===== config.mk =====
export PLATFORM = sky130hd
export DESIGN_NAME = polyline_min_distance_decimator_core
export DESIGN_NICKNAME = d
export VERILOG_FILES = /design/src/hw/rtl/pmdd_pkg.sv /design/src/hw/rtl/pmdd_dist.sv /design/src/hw/rtl/pmdd_outq.sv /design/src/hw/rtl/polyline_min_distance_decimator_core.sv
export SDC_FILE = /design/constraint.sdc
export NUM_CORES = 2
export LEC_CHECK = 0
export ABC_AREA = 1
export BUFFER_PORTS_ARGS = -buffer_cell sky130_fd_sc_hd__clkbuf_2
export CORE_MARGIN = 4
export CORE_UTILIZATION = 25
export DETAILED_ROUTE_END_ITERATION = 8
export GPL_ROUTABILITY_DRIVEN = 1
export PLACE_DENSITY = 0.43
export SLEW_MARGIN = 25
export SYNTH_ARGS = -nofsm -noshare
export SYNTH_HDL_FRONTEND = slang
export SYNTH_SLANG_ARGS = --single-unit

===== constraint.sdc =====
create_clock -name clk -period 28.9 [get_ports clk]
set_input_delay 2.89 -clock clk [delete_from_list [all_inputs] [get_ports clk]]
set_output_delay 2.89 -clock clk [all_outputs]
set_load 0.005 [all_outputs]

===== src/hw/rtl/pmdd_pkg.sv =====
// Shared constants and types for the polyline minimum-distance decimator.
// No dependencies; imported by every module of the block.
package pmdd_pkg;

	localparam int COORD_WIDTH_DEF = 16;
	localparam int STEP_WIDTH      = 16;
	localparam int LIM_WIDTH       = 2 * STEP_WIDTH;
	localparam int OUTQ_DEPTH      = 4;

	typedef struct packed {
		logic first;
		logic second;
	} push_t;

endpackage


===== src/hw/rtl/pmdd_dist.sv =====
// Squared-distance test of a point against the anchor.
// Depends on pmdd_pkg for the limit width.
module pmdd_dist #(
	parameter int COORD_WIDTH = pmdd_pkg::COORD_WIDTH_DEF
) (
	input  logic [COORD_WIDTH-1:0]         x,
	input  logic [COORD_WIDTH-1:0]         y,
	input  logic [COORD_WIDTH-1:0]         anchor_x,
	input  logic [COORD_WIDTH-1:0]         anchor_y,
	input  logic [pmdd_pkg::LIM_WIDTH-1:0] lim,
	output logic                           far
);
	import pmdd_pkg::*;

	localparam int SQ_W  = 2 * COORD_WIDTH;
	localparam int SUM_W = SQ_W + 1;
	localparam int CMP_W = (SUM_W > LIM_WIDTH) ? SUM_W : LIM_WIDTH;

	logic [COORD_WIDTH:0]   dx_raw;
	logic [COORD_WIDTH:0]   dy_raw;
	logic [COORD_WIDTH:0]   dx_abs;
	logic [COORD_WIDTH:0]   dy_abs;
	logic [SQ_W-1:0]        sx;
	logic [SQ_W-1:0]        sy;
	logic [SUM_W-1:0]       sum;

	assign dx_raw = {x[COORD_WIDTH-1], x} - {anchor_x[COORD_WIDTH-1], anchor_x};
	assign dy_raw = {y[COORD_WIDTH-1], y} - {anchor_y[COORD_WIDTH-1], anchor_y};
	assign dx_abs = dx_raw[COORD_WIDTH] ? -dx_raw : dx_raw;
	assign dy_abs = dy_raw[COORD_WIDTH] ? -dy_raw : dy_raw;

	assign sx  = SQ_W'(dx_abs[COORD_WIDTH-1:0]) * SQ_W'(dx_abs[COORD_WIDTH-1:0]);
	assign sy  = SQ_W'(dy_abs[COORD_WIDTH-1:0]) * SQ_W'(dy_abs[COORD_WIDTH-1:0]);
	assign sum = SUM_W'(sx) + SUM_W'(sy);

	assign far = CMP_W'(sum) > CMP_W'(lim);

endmodule


===== src/hw/rtl/pmdd_outq.sv =====
// Result queue: takes up to two results per cycle, drives the output stream.
// Depends on pmdd_pkg for depth and the push control struct.
module pmdd_outq #(
	parameter int DW = 2 * pmdd_pkg::COORD_WIDTH_DEF + 1
) (
	input  logic                                       clk,
	input  logic                                       arst_n,
	input  pmdd_pkg::push_t                            push,
	input  logic [DW-1:0]                              data_first,
	input  logic [DW-1:0]                              data_second,
	output logic [$clog2(pmdd_pkg::OUTQ_DEPTH+1)-1:0]  count,
	output logic                                       head_valid,
	input  logic                                       head_ready,
	output logic [DW-1:0]                              head_data
);
	import pmdd_pkg::*;

	localparam int PW = $clog2(OUTQ_DEPTH);
	localparam int CW = $clog2(OUTQ_DEPTH + 1);

	logic [DW-1:0] ent_q [OUTQ_DEPTH];
	logic [PW-1:0] wr_ptr_q;
	logic [PW-1:0] rd_ptr_q;
	logic [CW-1:0] count_q;
	logic          pop;
	logic [PW-1:0] wr_ptr_next;

	assign pop         = head_valid && head_ready;
	assign head_valid  = count_q != '0;
	assign head_data   = ent_q[rd_ptr_q];
	assign count       = count_q;
	assign wr_ptr_next = wr_ptr_q + PW'(1);

	always_ff @(posedge clk) begin
		if (push.first) begin
			ent_q[wr_ptr_q] <= data_first;
		end
		if (push.second) begin
			ent_q[wr_ptr_next] <= data_second;
		end
	end

	always_ff @(posedge clk or negedge arst_n) begin
		if (!arst_n) begin
			wr_ptr_q <= '0;
			rd_ptr_q <= '0;
			count_q  <= '0;
		end else begin
			wr_ptr_q <= wr_ptr_q + PW'(push.first) + PW'(push.second);
			rd_ptr_q <= rd_ptr_q + PW'(pop);
			count_q  <= count_q + CW'(push.first) + CW'(push.second) - CW'(pop);
		end
	end

endmodule


===== src/hw/rtl/polyline_min_distance_decimator_core.sv =====
// Top level of the polyline minimum-distance decimator.
// Depends on pmdd_pkg, pmdd_dist and pmdd_outq.
//
// channel  | direction | handshake          | payload
// s_axis   | in        | s_tvalid/s_tready  | s_tdata = {y, x}, s_tlast = final point
// m_axis   | out       | m_tvalid/m_tready  | m_tdata = {out_y, out_x}, m_tlast = line end
// cfg      | in        | cfg_we             | cfg_wdata = min_step
//
// One point per cycle while the queue has room for two results: an input register feeds
// the distance test and the decision, whose results enter a four-entry queue in the same cycle.
// A point producing two results pushes both into the queue, which sends them out one after the other.
// Input stalls only while the input register is full and the queue holds three or more.
// Reset clears line, anchor and queue state; min_step resets to zero.
module polyline_min_distance_decimator_core #(
	parameter int COORD_WIDTH = pmdd_pkg::COORD_WIDTH_DEF
) (
	input  logic                                          clk,
	input  logic                                          arst_n,
	input  logic                                          s_tvalid,
	output logic                                          s_tready,
	input  logic [((2*COORD_WIDTH+7)/8)*8-1:0]            s_tdata, // point_x, point_y
	input  logic                                          s_tlast,
	output logic                                          m_tvalid,
	input  logic                                          m_tready,
	output logic [((2*COORD_WIDTH+7)/8)*8-1:0]            m_tdata, // out_x, out_y
	output logic                                          m_tlast,
	input  logic                                          cfg_we,
	input  logic [pmdd_pkg::STEP_WIDTH-1:0]               cfg_wdata
);
	import pmdd_pkg::*;

	localparam int TDATA_W = ((2 * COORD_WIDTH + 7) / 8) * 8;
	localparam int DW      = 2 * COORD_WIDTH + 1;
	localparam int CW      = $clog2(OUTQ_DEPTH + 1);

	logic                   valid_s1;
	logic [COORD_WIDTH-1:0] x_s1;
	logic [COORD_WIDTH-1:0] y_s1;
	logic                   fin_s1;

	logic [COORD_WIDTH-1:0] anchor_x_q;
	logic [COORD_WIDTH-1:0] anchor_y_q;
	logic                   line_open_q;
	logic                   held_q;
	logic [LIM_WIDTH-1:0]   lim_q;

	logic                   far;
	logic                   proc;
	logic                   accept;
	logic [CW-1:0]          q_count;
	push_t                  push;
	logic [DW-1:0]          data_first;
	logic [DW-1:0]          data_second;
	logic [DW-1:0]          head_data;

	assign proc     = valid_s1 && (q_count <= CW'(OUTQ_DEPTH - 2));
	assign s_tready = !valid_s1 || proc;
	assign accept   = s_tvalid && s_tready;

	always_ff @(posedge clk) begin
		if (accept) begin
			x_s1   <= s_tdata[COORD_WIDTH-1:0];
			y_s1   <= s_tdata[2*COORD_WIDTH-1:COORD_WIDTH];
			fin_s1 <= s_tlast;
		end
	end

	always_ff @(posedge clk or negedge arst_n) begin
		if (!arst_n) begin
			valid_s1 <= 1'b0;
		end else if (accept) begin
			valid_s1 <= 1'b1;
		end else if (proc) begin
			valid_s1 <= 1'b0;
		end
	end

	always_ff @(posedge clk or negedge arst_n) begin
		if (!arst_n) begin
			lim_q <= '0;
		end else if (cfg_we) begin
			lim_q <= LIM_WIDTH'(cfg_wdata) * LIM_WIDTH'(cfg_wdata);
		end
	end

	pmdd_dist #(
		.COORD_WIDTH(COORD_WIDTH)
	) u_dist (
		.x        (x_s1),
		.y        (y_s1),
		.anchor_x (anchor_x_q),
		.anchor_y (anchor_y_q),
		.lim      (lim_q),
		.far      (far)
	);

	always_comb begin
		push        = '0;
		data_first  = {1'b0, y_s1, x_s1};
		data_second = {1'b1, y_s1, x_s1};
		if (proc) begin
			if (!line_open_q) begin
				push.first  = 1'b1;
				push.second = fin_s1;
			end else if (!fin_s1) begin
				push.first = far && held_q;
				data_first = {1'b0, anchor_y_q, anchor_x_q};
			end else if (held_q && far) begin
				push.first  = 1'b1;
				push.second = 1'b1;
				data_first  = {1'b0, anchor_y_q, anchor_x_q};
			end else begin
				push.first = 1'b1;
				data_first = {1'b1, y_s1, x_s1};
			end
		end
	end

	always_ff @(posedge clk or negedge arst_n) begin
		if (!arst_n) begin
			anchor_x_q  <= '0;
			anchor_y_q  <= '0;
			line_open_q <= 1'b0;
			held_q      <= 1'b0;
		end else if (proc) begin
			if (!line_open_q || fin_s1) begin
				anchor_x_q  <= x_s1;
				anchor_y_q  <= y_s1;
				held_q      <= 1'b0;
				line_open_q <= !fin_s1;
			end else if (far) begin
				anchor_x_q <= x_s1;
				anchor_y_q <= y_s1;
				held_q     <= 1'b1;
			end
		end
	end

	pmdd_outq #(
		.DW(DW)
	) u_outq (
		.clk         (clk),
		.arst_n      (arst_n),
		.push        (push),
		.data_first  (data_first),
		.data_second (data_second),
		.count       (q_count),
		.head_valid  (m_tvalid),
		.head_ready  (m_tready),
		.head_data   (head_data)
	);

	assign m_tdata = TDATA_W'(head_data[2*COORD_WIDTH-1:0]);
	assign m_tlast = head_data[DW-1];

	a_held_in_line: assert property (@(posedge clk) disable iff (!arst_n)
		held_q |-> line_open_q)
		else $error("held anchor outside an open line");

	a_fin_closes: assert property (@(posedge clk) disable iff (!arst_n)
		proc && fin_s1 |=> !line_open_q && !held_q)
		else $error("final point did not close the line");

	a_first_opens: assert property (@(posedge clk) disable iff (!arst_n)
		proc && !fin_s1 && !line_open_q |=> line_open_q && !held_q)
		else $error("first point did not open the line");

	a_queue_room: assert property (@(posedge clk) disable iff (!arst_n)
		q_count <= CW'(OUTQ_DEPTH))
		else $error("result queue overflow");

endmodule

Word level (Yosys, flattened, before mapping)
Memory sizes are Yosys's and may differ from the RTL's.
Cells that the tools add are included.
{"block": "op_classes", "add_sub_neg": 12, "n_mul": 3, "n_lt_le_gt_ge": 2, "mux": 23, "n_reduce_logical": 14}
{"op": "$mux W33", "n": 4}
{"op": "$mul A16 B16 Y32", "n": 3}
{"op": "$mux W16", "n": 6}
{"op": "$sub A16 B16 Y17", "n": 2}
{"op": "$add A32 B32 Y33", "n": 1}
{"op": "$gt A33 B32 Y1", "n": 1}
{"op": "$neg A16 Y16", "n": 2}
{"op": "$mux W1", "n": 11}
{"op": "$add A2 B1 Y2", "n": 3}
{"op": "$add A3 B1 Y3", "n": 2}
{"op": "$logic_and A1 B1 Y1", "n": 4}
{"op": "$mux W2", "n": 2}
{"op": "$reduce_and A2 Y1", "n": 2}
{"op": "$reduce_bool A2 Y1", "n": 2}
{"op": "$le A3 B2 Y1 const B", "n": 1}
{"op": "$logic_not A1 Y1", "n": 3}
{"op": "$reduce_bool A3 Y1", "n": 1}
{"op": "$sub A3 B1 Y3", "n": 1}
{"op": "$add A2 B1 Y2 const B", "n": 1}
{"op": "$logic_or A1 B1 Y1", "n": 2}
{"block": "word_totals", "reg_bits": 107, "ramBits": 132, "out_inout_bits": 35, "elab_cells": 67, "mem_count": 1}
{"name": "u_outq.ent_q", "depth": 4, "width": 33, "read_ports": 1, "rd_clocked_by_memory_dff": 0, "wr": 2, "line": "pmdd_outq.sv:21", "source": "logic [DW-1:0] ent_q [OUTQ_DEPTH];"}

Logic depth before layout (Yosys ltp)
{"block": "logic_depth", "depth_word": 14, "mapped_depth": 67, "ltp_nobuf": 66}

By module
From an unflattened synthesis, not the netlist that was laid out.
{"block": "hier_totals", "cells_unflattened": 4902, "area_unflattened_um2": 38594.5}
{"module": "pmdd_dist", "instances": 1, "cells_per_inst": 2387, "area_per_inst_um2": 18810.5, "seq_area_each_um2": 0.0}
{"module": "polyline_min_distance_decimator_core", "instances": 1, "cells_per_inst": 1513, "area_per_inst_um2": 11905.2, "seq_area_each_um2": 2642.5}
{"module": "pmdd_outq", "instances": 1, "cells_per_inst": 1002, "area_per_inst_um2": 7878.8, "seq_area_each_um2": 4139.0}

Worst setup path before layout
OpenSTA, ideal clock, no wires.
{"block": "synth_path", "path_kind": "register -> register", "startpoint": "reg x_s1[0]", "endpoint": "mem u_outq.ent_q[1][0] in the netlist's numbering (enable)", "setup_time_ns": 0.389, "arrival_time_ns": 11.342, "t_required_ns": 28.511, "slack_ns": 17.169, "path_stages_with_launch": 63, "period_less_slack_ns": 11.731, "cell_sequence": "edfxtp_1 > inv_1 > ha_1 > inv_1 > fa_1 > nand3_1 > nand2_1 > nand2_1 > nand3_1 > nand3_1 > nand2_1 > nand2_1 > nand2_1 > inv_1 > buf_2 > nand2_1 > xor2_1 > clkbuf_1 > [27 not listed] > nor3_1 > o21ai_0 > nand2_1 > nand2_1 > nand2_1 > nand2_1 > nand2_1 > nand2_1 > nand2_1 > nand2_1 > nand3_4 > nand2_4 > nand2_1 > nand2_2 > inv_4 > buf_6 > nand2_1 > nand2_1"}
{"element": "from (decl)", "line": "polyline_min_distance_decimator_core.sv:37", "source": "logic [COORD_WIDTH-1:0] x_s1;"}
{"element": "from (signal assigned)", "line": "polyline_min_distance_decimator_core.sv:62", "source": "x_s1 <= s_tdata[COORD_WIDTH-1:0];"}
{"element": "to (decl)", "line": "pmdd_outq.sv:21"}

==> impl_metrics.ini <==
[clocking]
h-tree-depth = 1
cts.sinks = 238
clock_latency_ns = 0.59
numCtsBuffers = 29
cts_resized = 0
cts-hold-fix-buffers = 0
postCtsSetupRepairBufs = 0
cts.path.max_buffers = 3
cts.root.buffer_cell = clkbuf_16
cts_tree = done
clk_pin_slew_worst_paths_ns = 0.06

[logic_synthesis]
synth_area_leaders = fa_1 30%, edfxtp_1 13%, ha_1 12%, inv_1 11%, nand2_1 7.1%
ys.flop_type = edfxtp_1
synth_largest_area_cell = fa_1
ys.warnings.count = 0
synth_area_per_cell_um2 = 8.444
yosysTopAreaCellShare_pct = 30.23
async_flop_share_pct = 30.67
syn_area_um2 = 36880
ys_types = 60
syn_inst = 4368
ys_ff_latch = 238
ys_seq_area_share_pct = 18.28
synth_edf_count = 161
syn_nets = 5337

[critical_path]
reg2reg_to = u_outq.ent_q[3][23]
cp_max_fo = 17
r2r-start = x_s1[0]
crit_slowest_cell = nand2_1
end_kind = register
crit_path_max_incr_delay_ns = 0.72
start_kind = register
cp.required_ns = 29.17
arrival_ns = 14.15
reg2reg_setup_slack_ns = 15.01
cp_common_cell = nand2_1
rr_worst_depth = 61
startpoint = x_s1[0]
path_class = register to register

[route]
drc_errors = 0
wire_per_inst_um = 16.42
antenna_left = 0
vias = 27248
drt-vias-per-instance = 4.309
drt-initial-drc-count = 1566
detail_route.first_pass.iterations = 5
wl_mm = 103.8

[timing]
tightestPinTransition_ns = 1.020
hold_viol = 0
rsz0062_at_grt = false
slew_headroom_pct = 31.83
setup_viol = 0
final.setup.tns_ns = 0
min_period_ns = 13.89
fmax_mhz = 72.01
finalMaxSlewViolations = 0
period_share_pct = 48.05
clock_skew_ns = 0.02160
fin_ws_ns = 15.01

[global_route]
grt_usage_pct = 13.75
grt_pass1_vias = 29048
grt_max_degree = 98
grt_pass1_wl_mm = 167.1
grt.overflow.total = 0
antenna_found_initial = 1

[layout]
final_cell_mix = 1088 x inv_1, 701 x nand2_1, 557 x fa_1
drive_above_1_share_pct = 6.376
antenna_cells = 0
area_growth_pct = 8.888
finalNetCount = 5353
final_common_cell = inv_1

[place]
place.port_buffers = 88
dp_hpwl_mm = 83.25
gp_congestion = 0.8308
pre_cts_ws_ns = 14.91

[min_path]
hp-start = lim_q[17]
hp-class = register to register
min_path_cells = 2
whs_endpoint = lim_q[17]

[floorplan]
die_y_um = 392.1
initial_core_util_pct = 25.25
core_area_um2 = 146100
pin_count = 89
die_area_um2 = 153700
die_w_um = 392.1
rows = 140

[job]
drv_cap = 0

[run_status]
status = finished clean
worst max path at each step:
stage | to
after detailed placement | u_outq.ent_q[0][23]
after floorplan | u_outq.ent_q[1][0]
after CTS | u_outq.ent_q[0][29]
after global routing | u_outq.ent_q[0][29]
final | u_outq.ent_q[3][23]
after global placement | u_outq.ent_q[3][23]
cells by family (layout without fill, tap and decap cells):
kind of cell             Yosys count  after routing  synth area share (%)
AND/OR/NAND/NOR                 1500           1500                 17.98
AO/OA/AOI/OAI                    371            371                 5.662
buffers and inverters           1244           1283                 13.31
flip-flops                       238            238                 18.28
XOR/XNOR                         100            100                 2.395
adder cells (fa/ha/maj)          915            915                 42.38
worst max-delay path, delay by kind of cell, from the launching register on:
family	cells	cell delay, ns
fa+ha+maj	12	5.26
simple gates	27	3.76
compound gates	9	1.95
buf+inv	12	1.88
flops	1	0.44
xor+xnor	1	0.19
routing by layer:
metal,share of wire (%),wire length (µm),vias to the layer above,global-route usage (%)
met5,0,0,-,0
met4,2.0,2074,0,2.506
met2,47,48980,466,23.36
met1,47,49030,13353,19.27
met3,3.6,3762,68,1.144
li1,-,-,13361,-
registers in the layout, summed over array words and instances, names as in the netlist:
name / cells
x_s1: 16
fin_s1: 1
anchor_x_q: 16
held_q: 1
u_outq.ent_q: 132
u_outq.wr_ptr_q: 2
valid_s1: 1
line_open_q: 1
y_s1: 16
lim_q: 31
u_outq.rd_ptr_q: 2
anchor_y_q: 16
u_outq.count: 3
cells in the mapped netlist, types with 10 or more instances:
master and n:
nand4_1 17, xnor2_1 35, o22ai_1 36, xor2_1 64, nor3_1 19, nand3_1 325
a21oi_1 104, o21ai_1 35, inv_1 1089, nand2_1 701, buf_6 14, nand2_2 19
ha_1 358, inv_2 11, dfrtp_1 73, clkbuf_1 93, edfxtp_1 161, buf_4 20
nand2_4 36, o21bai_1 10, o21ai_0 144, or2_2 13, nor2_1 337, fa_1 557
layout make-up:
cell class	instances	area [µm²]
timing repair buffer	123	709.4
clock inverter	16	111.4
tap	1917	2399
clock buffer	38	789.5
sequential	238	6743
multi-input combinational	2886	25260
fill	15978	105900
inverter	1106	4154
per-stage QoR:
step           hold slack (ns)  area [µm²]  cells  utilization (%)
2_1_floorplan           0.4368       36880   4368                -
3_5_place_dp            0.4634       39260   6270            26.87
6_report                0.4833       40160   6324            27.49
3_3_place_gp            0.4634       39250   6270            26.87
5_1_grt                 0.5025       40160   6324            27.49
4_1_cts                 0.4787       40160   6324            27.49
Power is left out: the tool's default activity adds up to more than one toggle a clock period on the data nets, which glitch-free logic cannot reach.
